## config.mk

```make
export PLATFORM = sky130hd
export DESIGN_NAME = charge_phase_sequencer
export DESIGN_NICKNAME = d
export VERILOG_FILES = /design/src/cps_pkg.sv /design/src/cps_ram.sv /design/src/cps_ctrl.sv /design/src/cps_dp.sv /design/src/charge_phase_sequencer.sv
export VERILOG_INCLUDE_DIRS = /design/src /design/src/src
export SDC_FILE = /design/constraint.sdc
export NUM_CORES = 2
export LEC_CHECK = 0
export ABC_AREA = 0
export BUFFER_PORTS_ARGS = -buffer_cell sky130_fd_sc_hd__buf_4
export CAP_MARGIN = 20
export CORE_MARGIN = 2
export CORE_UTILIZATION = 47
export CTS_CLUSTER_SIZE = 24
export DETAILED_ROUTE_END_ITERATION = 7
export PLACE_DENSITY_LB_ADDON = 0.25
export SLEW_MARGIN = 20
export SYNTH_ARGS = -nofsm -noshare
export SYNTH_HDL_FRONTEND = slang
export SYNTH_SLANG_ARGS = --single-unit
export TNS_END_PERCENT = 50
```

## constraint.sdc

```tcl
create_clock -name clk -period 9.8 [get_ports clk]
set_clock_uncertainty 0.05 [all_clocks]
set_input_delay 0.98 -clock clk [delete_from_list [all_inputs] [get_ports clk]]
set_output_delay 0.98 -clock clk [all_outputs]
set_load 0.03 [all_outputs]
```

## src/charge_phase_sequencer_macros.svh

```systemverilog
// assertion macros for the charge phase sequencer
`ifndef CHARGE_PHASE_SEQUENCER_MACROS_SVH
`define CHARGE_PHASE_SEQUENCER_MACROS_SVH

`ifndef SYNTH
// same-cycle implication, checked on every rising edge outside reset
`define CPS_ASSERT_IMP(label, ante, cons) \
  label: assert property (@(posedge clk) disable iff (!rst_n) (ante) |-> (cons)) \
    else $error("charge_phase_sequencer: check failed");
// next-cycle implication
`define CPS_ASSERT_NXT(label, ante, cons) \
  label: assert property (@(posedge clk) disable iff (!rst_n) (ante) |=> (cons)) \
    else $error("charge_phase_sequencer: check failed");
`else
`define CPS_ASSERT_IMP(label, ante, cons)
`define CPS_ASSERT_NXT(label, ante, cons)
`endif

`endif

```

## src/cps_pkg.sv

```systemverilog
// shared constants and control types of the charge phase sequencer
package cps_pkg;

  localparam int SlotW   = 3;
  localparam int PhaseW  = 3;
  localparam int ReasonW = 3;
  localparam int ActW    = 2;
  localparam int VerdW   = 2;
  localparam int TickW   = 16;
  localparam int TimeW   = 32;
  localparam int CurW    = 32;
  localparam int CutW    = 31;
  localparam int InDataW  = 152;
  localparam int OutDataW = 16;

  localparam logic [PhaseW-1:0] PH_IDLE  = 3'd0;
  localparam logic [PhaseW-1:0] PH_RAMP  = 3'd1;
  localparam logic [PhaseW-1:0] PH_CC    = 3'd2;
  localparam logic [PhaseW-1:0] PH_CV    = 3'd3;
  localparam logic [PhaseW-1:0] PH_TERM  = 3'd4;
  localparam logic [PhaseW-1:0] PH_DONE  = 3'd5;
  localparam logic [PhaseW-1:0] PH_ABORT = 3'd6;

  localparam logic [ReasonW-1:0] RS_NONE    = 3'd0;
  localparam logic [ReasonW-1:0] RS_TIMEOUT = 3'd1;
  localparam logic [ReasonW-1:0] RS_FAULT   = 3'd2;
  localparam logic [ReasonW-1:0] RS_LOST    = 3'd3;
  localparam logic [ReasonW-1:0] RS_USER    = 3'd4;
  localparam logic [ReasonW-1:0] RS_REFUSED = 3'd5;

  localparam logic [ActW-1:0] ACT_START = 2'd0;
  localparam logic [ActW-1:0] ACT_ABORT = 2'd1;
  localparam logic [ActW-1:0] ACT_TICK  = 2'd2;

  localparam logic [VerdW-1:0] VERD_REJECT = 2'd0;
  localparam logic [VerdW-1:0] VERD_REFUSE = 2'd1;
  localparam logic [VerdW-1:0] VERD_GRANT  = 2'd2;

  // out_tdata bit positions
  localparam int OutPhaseLsb  = 3;
  localparam int OutReasonLsb = 6;
  localparam int OutOffBit    = 9;
  localparam int OutOkBit     = 10;

  typedef struct packed {
    logic capture;  // item taken from the input channel
    logic commit;   // entry written back and result loaded
  } cmd_t;

  typedef struct packed {
    logic out_free;  // result register can take a new result
  } status_t;

endpackage

```

## src/cps_ram.sv

```systemverilog
// generic single write port ram with registered read
module cps_ram #(
  parameter int WIDTH = 8,
  parameter int DEPTH = 8
) (
  input  logic                                     clk,
  input  logic                                     we,
  input  logic [((DEPTH > 1) ? $clog2(DEPTH) : 1)-1:0] waddr,
  input  logic [WIDTH-1:0]                         wdata,
  input  logic [((DEPTH > 1) ? $clog2(DEPTH) : 1)-1:0] raddr,
  output logic [WIDTH-1:0]                         rdata
);

  logic [WIDTH-1:0] mem [DEPTH];

  always_ff @(posedge clk) begin
    if (we) begin
      mem[waddr] <= wdata;
    end
    rdata <= mem[raddr];
  end

endmodule

```

## src/cps_ctrl.sv

```systemverilog
// controller: accept, then read-modify-write of one channel entry
module cps_ctrl (
  input  logic              clk,
  input  logic              rst_n,
  input  logic              in_tvalid,
  output logic              in_tready,
  input  cps_pkg::status_t  status,
  output cps_pkg::cmd_t     cmd
);

  localparam logic S_IDLE = 1'b0;
  localparam logic S_EXEC = 1'b1;

  logic state_r;
  logic state_nxt;

  assign in_tready  = (state_r == S_IDLE);
  assign cmd.capture = in_tvalid && in_tready;
  assign cmd.commit  = (state_r == S_EXEC) && status.out_free;

  always_comb begin
    state_nxt = state_r;
    unique case (state_r)
      S_IDLE: begin
        if (cmd.capture) begin
          state_nxt = S_EXEC;
        end
      end
      S_EXEC: begin
        if (cmd.commit) begin
          state_nxt = S_IDLE;
        end
      end
      default: state_nxt = S_IDLE;
    endcase
  end

  always_ff @(posedge clk) begin
    if (!rst_n) begin
      state_r <= S_IDLE;
    end else begin
      state_r <= state_nxt;
    end
  end

endmodule

```

## src/cps_dp.sv

```systemverilog
// datapath: item register, channel entry ram, phase update and result register
module cps_dp #(
  parameter int CHANNELS = 8
) (
  input  logic                          clk,
  input  logic                          rst_n,
  input  logic [cps_pkg::InDataW-1:0]   in_tdata,
  input  logic [cps_pkg::ActW-1:0]      in_tuser,
  input  cps_pkg::cmd_t                 cmd,
  output cps_pkg::status_t              status,
  output logic                          out_tvalid,
  input  logic                          out_tready,
  output logic [cps_pkg::OutDataW-1:0]  out_tdata
);

  localparam int IdxW = (CHANNELS > 1) ? $clog2(CHANNELS) : 1;

  typedef struct packed {
    logic [cps_pkg::ActW-1:0]   action;
    logic [cps_pkg::SlotW-1:0]  slot;
    logic [cps_pkg::TickW-1:0]  tick_ms;
    logic                       cc_active;
    logic                       output_on;
    logic                       fault;
    logic                       link_lost;
    logic signed [cps_pkg::CurW-1:0] current_ua;
    logic [cps_pkg::VerdW-1:0]  start_verdict;
    logic [cps_pkg::TimeW-1:0]  limit_ms;
    logic [cps_pkg::CutW-1:0]   cutoff_ua;
    logic [cps_pkg::TimeW-1:0]  hold_ms;
  } item_t;

  typedef struct packed {
    logic [cps_pkg::PhaseW-1:0]  phase;
    logic [cps_pkg::ReasonW-1:0] reason;
    logic [cps_pkg::TimeW-1:0]   elapsed;
    logic [cps_pkg::TimeW-1:0]   below;
    logic [cps_pkg::TimeW-1:0]   limit;
    logic [cps_pkg::CutW-1:0]    cutoff;
    logic [cps_pkg::TimeW-1:0]   hold;
  } entry_t;

  item_t  item_r;
  item_t  item_in;
  logic [CHANNELS-1:0] valid_r;
  logic   out_valid_r;
  logic [cps_pkg::OutDataW-1:0] out_data_r;
  logic [cps_pkg::OutDataW-1:0] out_data_nxt;

  logic [31:0]     in_slot_ext;
  logic [31:0]     item_slot_ext;
  logic [IdxW-1:0] in_idx;
  logic [IdxW-1:0] item_idx;
  logic [IdxW-1:0] raddr;
  logic            in_range;
  logic [$bits(entry_t)-1:0] rdata;
  entry_t          cur_e;
  entry_t          new_e;
  logic            off;
  logic            ok;
  logic            we;

  assign item_in.action        = in_tuser;
  assign item_in.slot          = in_tdata[2:0];
  assign item_in.tick_ms       = in_tdata[18:3];
  assign item_in.cc_active     = in_tdata[19];
  assign item_in.output_on     = in_tdata[20];
  assign item_in.fault         = in_tdata[21];
  assign item_in.link_lost     = in_tdata[22];
  assign item_in.current_ua    = in_tdata[54:23];
  assign item_in.start_verdict = in_tdata[56:55];
  assign item_in.limit_ms      = in_tdata[88:57];
  assign item_in.cutoff_ua     = in_tdata[119:89];
  assign item_in.hold_ms       = in_tdata[151:120];

  assign in_slot_ext   = {{(32 - cps_pkg::SlotW){1'b0}}, item_in.slot};
  assign item_slot_ext = {{(32 - cps_pkg::SlotW){1'b0}}, item_r.slot};
  assign in_idx   = in_slot_ext[IdxW-1:0];
  assign item_idx = item_slot_ext[IdxW-1:0];
  assign in_range = (item_slot_ext < CHANNELS);
  assign raddr    = cmd.capture ? in_idx : item_idx;
  assign we       = cmd.commit && in_range;

  cps_ram #(
    .WIDTH ($bits(entry_t)),
    .DEPTH (CHANNELS)
  ) u_ram (
    .clk   (clk),
    .we    (we),
    .waddr (item_idx),
    .wdata (new_e),
    .raddr (raddr),
    .rdata (rdata)
  );

  // a channel never written reads as idle with cleared timers
  always_comb begin
    cur_e = rdata;
    if (!valid_r[item_idx]) begin
      cur_e.phase   = cps_pkg::PH_IDLE;
      cur_e.reason  = cps_pkg::RS_NONE;
      cur_e.elapsed = '0;
      cur_e.below   = '0;
    end
  end

  always_comb begin
    logic        active;
    logic [32:0] el_sum;
    logic [31:0] el_sat;
    logic [32:0] bl_sum;
    logic [31:0] bl_sat;
    logic        is_below;

    new_e    = cur_e;
    off      = 1'b0;
    ok       = 1'b0;
    active   = (cur_e.phase == cps_pkg::PH_RAMP) || (cur_e.phase == cps_pkg::PH_CC) ||
               (cur_e.phase == cps_pkg::PH_CV) || (cur_e.phase == cps_pkg::PH_TERM);
    el_sum   = {1'b0, cur_e.elapsed} + {17'b0, item_r.tick_ms};
    el_sat   = el_sum[32] ? '1 : el_sum[31:0];
    bl_sum   = {1'b0, cur_e.below} + {17'b0, item_r.tick_ms};
    bl_sat   = bl_sum[32] ? '1 : bl_sum[31:0];
    // negative current never counts as below the cutoff
    is_below = !item_r.current_ua[31] && (item_r.current_ua[30:0] < cur_e.cutoff);

    unique case (item_r.action)
      cps_pkg::ACT_START: begin
        new_e.limit  = item_r.limit_ms;
        new_e.cutoff = item_r.cutoff_ua;
        new_e.hold   = item_r.hold_ms;
        if (item_r.start_verdict == cps_pkg::VERD_GRANT) begin
          new_e.elapsed = '0;
          new_e.below   = '0;
          new_e.phase   = cps_pkg::PH_RAMP;
          new_e.reason  = cps_pkg::RS_NONE;
          ok            = 1'b1;
        end else if (item_r.start_verdict == cps_pkg::VERD_REFUSE) begin
          new_e.elapsed = '0;
          new_e.below   = '0;
          new_e.reason  = cps_pkg::RS_REFUSED;
        end
      end
      cps_pkg::ACT_ABORT: begin
        if (active) begin
          new_e.phase  = cps_pkg::PH_ABORT;
          new_e.reason = cps_pkg::RS_USER;
          off          = 1'b1;
        end
      end
      cps_pkg::ACT_TICK: begin
        if (active) begin
          new_e.elapsed = el_sat;
          if ((cur_e.limit != '0) && (el_sat > cur_e.limit)) begin
            new_e.phase  = cps_pkg::PH_ABORT;
            new_e.reason = cps_pkg::RS_TIMEOUT;
            off          = 1'b1;
          end else if (item_r.fault) begin
            new_e.phase  = cps_pkg::PH_ABORT;
            new_e.reason = cps_pkg::RS_FAULT;
            off          = 1'b1;
          end else if (item_r.link_lost) begin
            new_e.phase  = cps_pkg::PH_ABORT;
            new_e.reason = cps_pkg::RS_LOST;
            off          = 1'b1;
          end else if (cur_e.phase == cps_pkg::PH_RAMP) begin
            if (item_r.output_on) begin
              new_e.phase = item_r.cc_active ? cps_pkg::PH_CC : cps_pkg::PH_CV;
            end
          end else if (cur_e.phase == cps_pkg::PH_CC) begin
            if (!item_r.cc_active) begin
              new_e.phase = cps_pkg::PH_CV;
            end
          end else if (item_r.cc_active) begin
            new_e.phase = cps_pkg::PH_CC;
            new_e.below = '0;
          end else if (is_below) begin
            new_e.below = bl_sat;
            if (bl_sat >= cur_e.hold) begin
              new_e.phase = cps_pkg::PH_DONE;
              off         = 1'b1;
            end else begin
              new_e.phase = cps_pkg::PH_TERM;
            end
          end else begin
            new_e.phase = cps_pkg::PH_CV;
            new_e.below = '0;
          end
        end
      end
      default: ;
    endcase
  end

  always_comb begin
    out_data_nxt = '0;
    out_data_nxt[cps_pkg::SlotW-1:0] = item_r.slot;
    if (in_range) begin
      out_data_nxt[cps_pkg::OutPhaseLsb +: cps_pkg::PhaseW]   = new_e.phase;
      out_data_nxt[cps_pkg::OutReasonLsb +: cps_pkg::ReasonW] = new_e.reason;
      out_data_nxt[cps_pkg::OutOffBit] = off;
      out_data_nxt[cps_pkg::OutOkBit]  = ok;
    end
  end

  assign status.out_free = !out_valid_r || out_tready;
  assign out_tvalid      = out_valid_r;
  assign out_tdata       = out_data_r;

  always_ff @(posedge clk) begin
    if (cmd.capture) begin
      item_r <= item_in;
    end
    if (cmd.commit) begin
      out_data_r <= out_data_nxt;
    end
  end

  always_ff @(posedge clk) begin
    if (!rst_n) begin
      valid_r     <= '0;
      out_valid_r <= 1'b0;
    end else begin
      if (we) begin
        valid_r[item_idx] <= 1'b1;
      end
      if (cmd.commit) begin
        out_valid_r <= 1'b1;
      end else if (out_tready) begin
        out_valid_r <= 1'b0;
      end
    end
  end

endmodule

```

## src/charge_phase_sequencer.sv

```systemverilog
// top level of the per-channel cc/cv charge phase sequencer
//
// in_* carries one item per handshake: a start, a user abort or a time tick
// for one channel (action in in_tuser). out_* returns exactly one result item
// for every input item, in order: the channel, its phase and abort reason
// after the item, an output-off request and a start-granted flag.
// Each channel keeps its phase, reason, elapsed and below-cutoff timers and
// its charge profile in one ram entry. The entry is read at the accepting
// edge and written back in the exec state once the output register is free,
// when the result is loaded; the block takes no new item until the previous
// one is written back, as the ram read-modify-write requires.
// The result sits in an output register: in_tready stays high while it
// waits, but a following item is held before write-back until out_tready
// frees the register, and in_tready is low meanwhile.
// Reset clears the per-channel valid bits, so every channel reads as idle
// with cleared timers; there is no clearing pass.
// Slots at or above CHANNELS report idle and change nothing.
module charge_phase_sequencer #(
  parameter int CHANNELS = 8
) (
  input  logic                          clk,
  input  logic                          rst_n,
  input  logic                          in_tvalid,
  output logic                          in_tready,
  // slot, tick_ms, cc_active, output_on, fault, link_lost, current_ua,
  // start_verdict, limit_ms, cutoff_ua, hold_ms
  input  logic [cps_pkg::InDataW-1:0]   in_tdata,
  // action
  input  logic [cps_pkg::ActW-1:0]      in_tuser,
  output logic                          out_tvalid,
  input  logic                          out_tready,
  // out_slot, phase, abort_reason, output_off, start_ok, 5 zero bits
  output logic [cps_pkg::OutDataW-1:0]  out_tdata
);

  cps_pkg::cmd_t    cmd;
  cps_pkg::status_t status;

  logic [cps_pkg::PhaseW-1:0]  res_phase;
  logic [cps_pkg::ReasonW-1:0] res_reason;
  logic                        res_fresh;
  logic                        res_final;

  cps_ctrl u_ctrl (
    .clk       (clk),
    .rst_n     (rst_n),
    .in_tvalid (in_tvalid),
    .in_tready (in_tready),
    .status    (status),
    .cmd       (cmd)
  );

  cps_dp #(
    .CHANNELS (CHANNELS)
  ) u_dp (
    .clk        (clk),
    .rst_n      (rst_n),
    .in_tdata   (in_tdata),
    .in_tuser   (in_tuser),
    .cmd        (cmd),
    .status     (status),
    .out_tvalid (out_tvalid),
    .out_tready (out_tready),
    .out_tdata  (out_tdata)
  );

  assign res_phase  = out_tdata[cps_pkg::OutPhaseLsb +: cps_pkg::PhaseW];
  assign res_reason = out_tdata[cps_pkg::OutReasonLsb +: cps_pkg::ReasonW];
  assign res_fresh  = (res_phase == cps_pkg::PH_RAMP) && (res_reason == cps_pkg::RS_NONE);
  assign res_final  = (res_phase == cps_pkg::PH_DONE) || (res_phase == cps_pkg::PH_ABORT);

`include "charge_phase_sequencer_macros.svh"

  // a granted start always lands in ramp with no reason
  `CPS_ASSERT_IMP(a_start_ok_ramp, out_tvalid && out_tdata[cps_pkg::OutOkBit], res_fresh)
  // output off only with a finished or aborted charge
  `CPS_ASSERT_IMP(a_off_final, out_tvalid && out_tdata[cps_pkg::OutOffBit], res_final)
  // one write-back per item, never overlapping an accept
  `CPS_ASSERT_NXT(a_commit_once, cmd.commit, !cmd.commit)
  `CPS_ASSERT_IMP(a_no_accept_in_exec, cmd.commit, !cmd.capture)

endmodule

```

==> impl_metrics.env <==
export IMPL_ios=176
export IMPL_synth_cell_types=82
export IMPL_synth_top_area_share_pct=67.2
export IMPL_rows=137
export IMPL_yosys_warnings=0
export IMPL_grt_max_degree=143
export IMPL_finalSetupTns_ns=0
export IMPL_crit_type="register to register"
export IMPL_grt_pass1_wl_um=222000
export IMPL_diodes=0
export IMPL_synth_commonest_cells="1485 x edfxtp_1, 330 x mux4_2, 224 x nand2_1"
export IMPL_postCtsHoldBufs=0
export IMPL_tightest_slew_ns=1.14
export IMPL_power_density_nw_per_um2=212
export IMPL_viasPerCell=5.73
export IMPL_final_period_utilization_pct=89.3
export IMPL_drv_cap=0
export IMPL_overflow=0
export IMPL_crit_start="u_dp.item_idx[2]"
export IMPL_rsz0062_at_grt="no"
export IMPL_port_buffers=170
export IMPL_crit_family="simple AND/OR/NAND/NOR gates"
export IMPL_ys_flop_type="edfxtp_1"
export IMPL_drc=0
export IMPL_combPwrFrac_pct=8.5
export IMPL_clockPowerShare_pct=40.6
export IMPL_ant_nets=0
export IMPL_hold_end="u_dp.item_r[8]"
export IMPL_worst_path_buf_inv=2
export IMPL_cpPeakStageDelay_ns=0.86
export IMPL_routed_wl_um=147000
export IMPL_fill_cells=10866
export IMPL_syn_to_final_growth_pct=14.3
export IMPL_p_leak_uw=0.0260
export IMPL_antenna_found_initial=2
export IMPL_ctsResizeCount=0
export IMPL_finalNetCount=4180
export IMPL_cts_tree="yes"
export IMPL_htree_levels=4
export IMPL_gr_usage_all_layers_pct=20.5
export IMPL_yosysTopAreaCell="edfxtp_1"
export IMPL_clockBufferDepth=3
export IMPL_endpoint_kind="register"
export IMPL_min_path_type="input port to register"
export IMPL_hp_start="in_tdata[128]"
export IMPL_outcome="finished, final reports clean"
export IMPL_firstDrtPassIters=5
export IMPL_cp_start_kind="register"
export IMPL_worstRegToRegCells=29
export IMPL_ir_drop_uv=144
export IMPL_post_cts_buffers=0
export IMPL_internal_power_uw=12500
export IMPL_place_hpwl_um=82900
export IMPL_drv_slew=0
export IMPL_clkTransAtPathRegs_ns=0.06
export IMPL_timing_critical_path_mode_cell="nand4_1"
export IMPL_insertion_delay_ns=0.80
export IMPL_die_area_um2=144000
export IMPL_fmax_ghz=0.114
export IMPL_hold_viol=0
export IMPL_synth_edff_count=1485
export IMPL_setup_violations=0
export IMPL_yosysMostFrequentCell="edfxtp_1"
export IMPL_dp_cells=5597
export IMPL_initial_core_util_pct=47.4
export IMPL_die_h_um=380
export IMPL_synth_area_leaders="edfxtp_1 67%, mux4_2 11%, dfxtp_1 5.3%"
export IMPL_num_vias=33899
export IMPL_drive_above_1_share_pct=25.3
export IMPL_synth_cells=3663
export IMPL_reg2reg_from="u_dp.item_idx[2]"
export IMPL_crit_fanout=37
export IMPL_coreArea_um2=140000
export IMPL_switching_power_uw=3640
export IMPL_wl_per_cell_um=24.9
export IMPL_r2r_end="u_dp.u_ram.mem[0][117]"
export IMPL_cts_sinks=1660
export IMPL_hold_depth=1
export IMPL_root_buffer="clkbuf_16"
export IMPL_async_flop_share_pct=0
export IMPL_ys_ff_latch=1660
export IMPL_cp_required_ns=10.23
export IMPL_postLayoutCoreUtil_pct=54.2
export IMPL_period_needed_ns=8.75
export IMPL_p_sw_share_pct=22.6
export IMPL_power_frac_seq_pct=51.0
export IMPL_worstPathArrival_ns=9.18
export IMPL_cp_slowest_cell="a21oi_1"
export IMPL_drtIter0Drc=2735
export IMPL_syn_cell_area_um2=66300
export IMPL_reg2reg_slack_ns=1.05
export IMPL_synth_seq_area_share_pct=72.5
export IMPL_routabilityCongestion=0.896
export IMPL_cts_inserted_buffers=171
export IMPL_layout_cells_non_filler=5918
export IMPL_slew_headroom_pct=24.0
export IMPL_grt_pass1_vias=34547
export IMPL_die_w_um=380
export IMPL_avgSynthCellArea_um2=18.1
## cell type report
cell class	instances	area (um2)	area share, %
Clock buffer	249	4870	6.43
Clock inverter	70	892	1.18
Inverter	124	465	0.614
Multi-Input combinational cell	1713	17300	22.8
Sequential cell	1660	48100	63.4
Tap cell	1876	2350	3.10
Timing Repair Buffer	226	1850	2.44
## registers in the layout, summed over array words and instances (netlist names)
signal	flops
u_dp.out_tvalid	1
u_dp.item_idx	3
u_dp.u_ram.rdata	165
u_ctrl.state_r	1
u_dp.u_ram.mem	1320
u_dp.valid_r	8
u_dp.item_r	151
u_dp.out_tdata	11
## per-stage QoR
step                      setup slack [ns]  instance area [um2]  total power, uW  hold slack, ns
after floorplan                      0.510                66300             9240           0.378
after global placement                1.22                70000             9700           0.396
after detailed placement              1.08                70000             9720           0.405
after CTS                             1.04                75800            16200           0.233
after global routing                 0.440                75800            16700           0.235
final                                 1.05                75800            16100           0.299
## how the worst max path moves through the flow
stage | endpoint | depth (start not counted)
final | u_dp.u_ram.mem[0][117] | 29
after detailed placement | u_dp.u_ram.mem[3][117] | 29
after floorplan | u_dp.u_ram.mem[0][0] | 4
after global routing | u_dp.u_ram.mem[2][117] | 29
after CTS | u_dp.u_ram.mem[5][119] | 28
after global placement | u_dp.u_ram.mem[2][117] | 29
## cell families after synthesis
group	share of synthesized area (%)
xor gates and xnor gates	0.753
adders and majority gates	2.43
muxes	14.3
DFF	72.5
and+or+nand+nor	3.82
other	0.00565
AOI/OAI and AO/OA	4.44
buffers and inverters	1.70
## layout by cell type (no fill, tap or decap), types with 21 or more instances in the layout
cell,synthesis,final
mux4_2,330,330
nor3_1,24,24
clkbuf_8,0,26
clkbuf_16,0,173
nor2_1,99,89
buf_4,6,213
nand3_1,34,34
edfxtp_1,1485,1485
mux2_2,172,172
xnor2_1,36,36
a31oi_1,27,27
nand2_1,224,224
clkbuf_1,121,50
inv_1,124,124
a22o_1,21,21
a21o_1,35,35
dfxtp_1,175,175
o21ai_0,170,170
ha_1,125,123
xor2_1,21,21
and2_1,35,35
a21oi_1,92,92
nand4_1,26,26
## power groups by stage
stage               Clock (uW)  Sequential (uW)  Combinational (uW)
floorplan                    0             8300                 936
global placement             0             8340                1350
detailed placement           0             8340                1370
CTS                       6670             8200                1380
global route              6950             8220                1490
finish                    6530             8200                1360
## layer usage
metal	up-vias	track usage (%)	wire, um
li1	15090	-	-
met1	17645	29.0	64900
met2	967	33.7	72400
met3	197	3.09	7310
met4	0	5.06	2830
met5	-	0	0
Note: power is estimated with default switching activity, not from simulation.
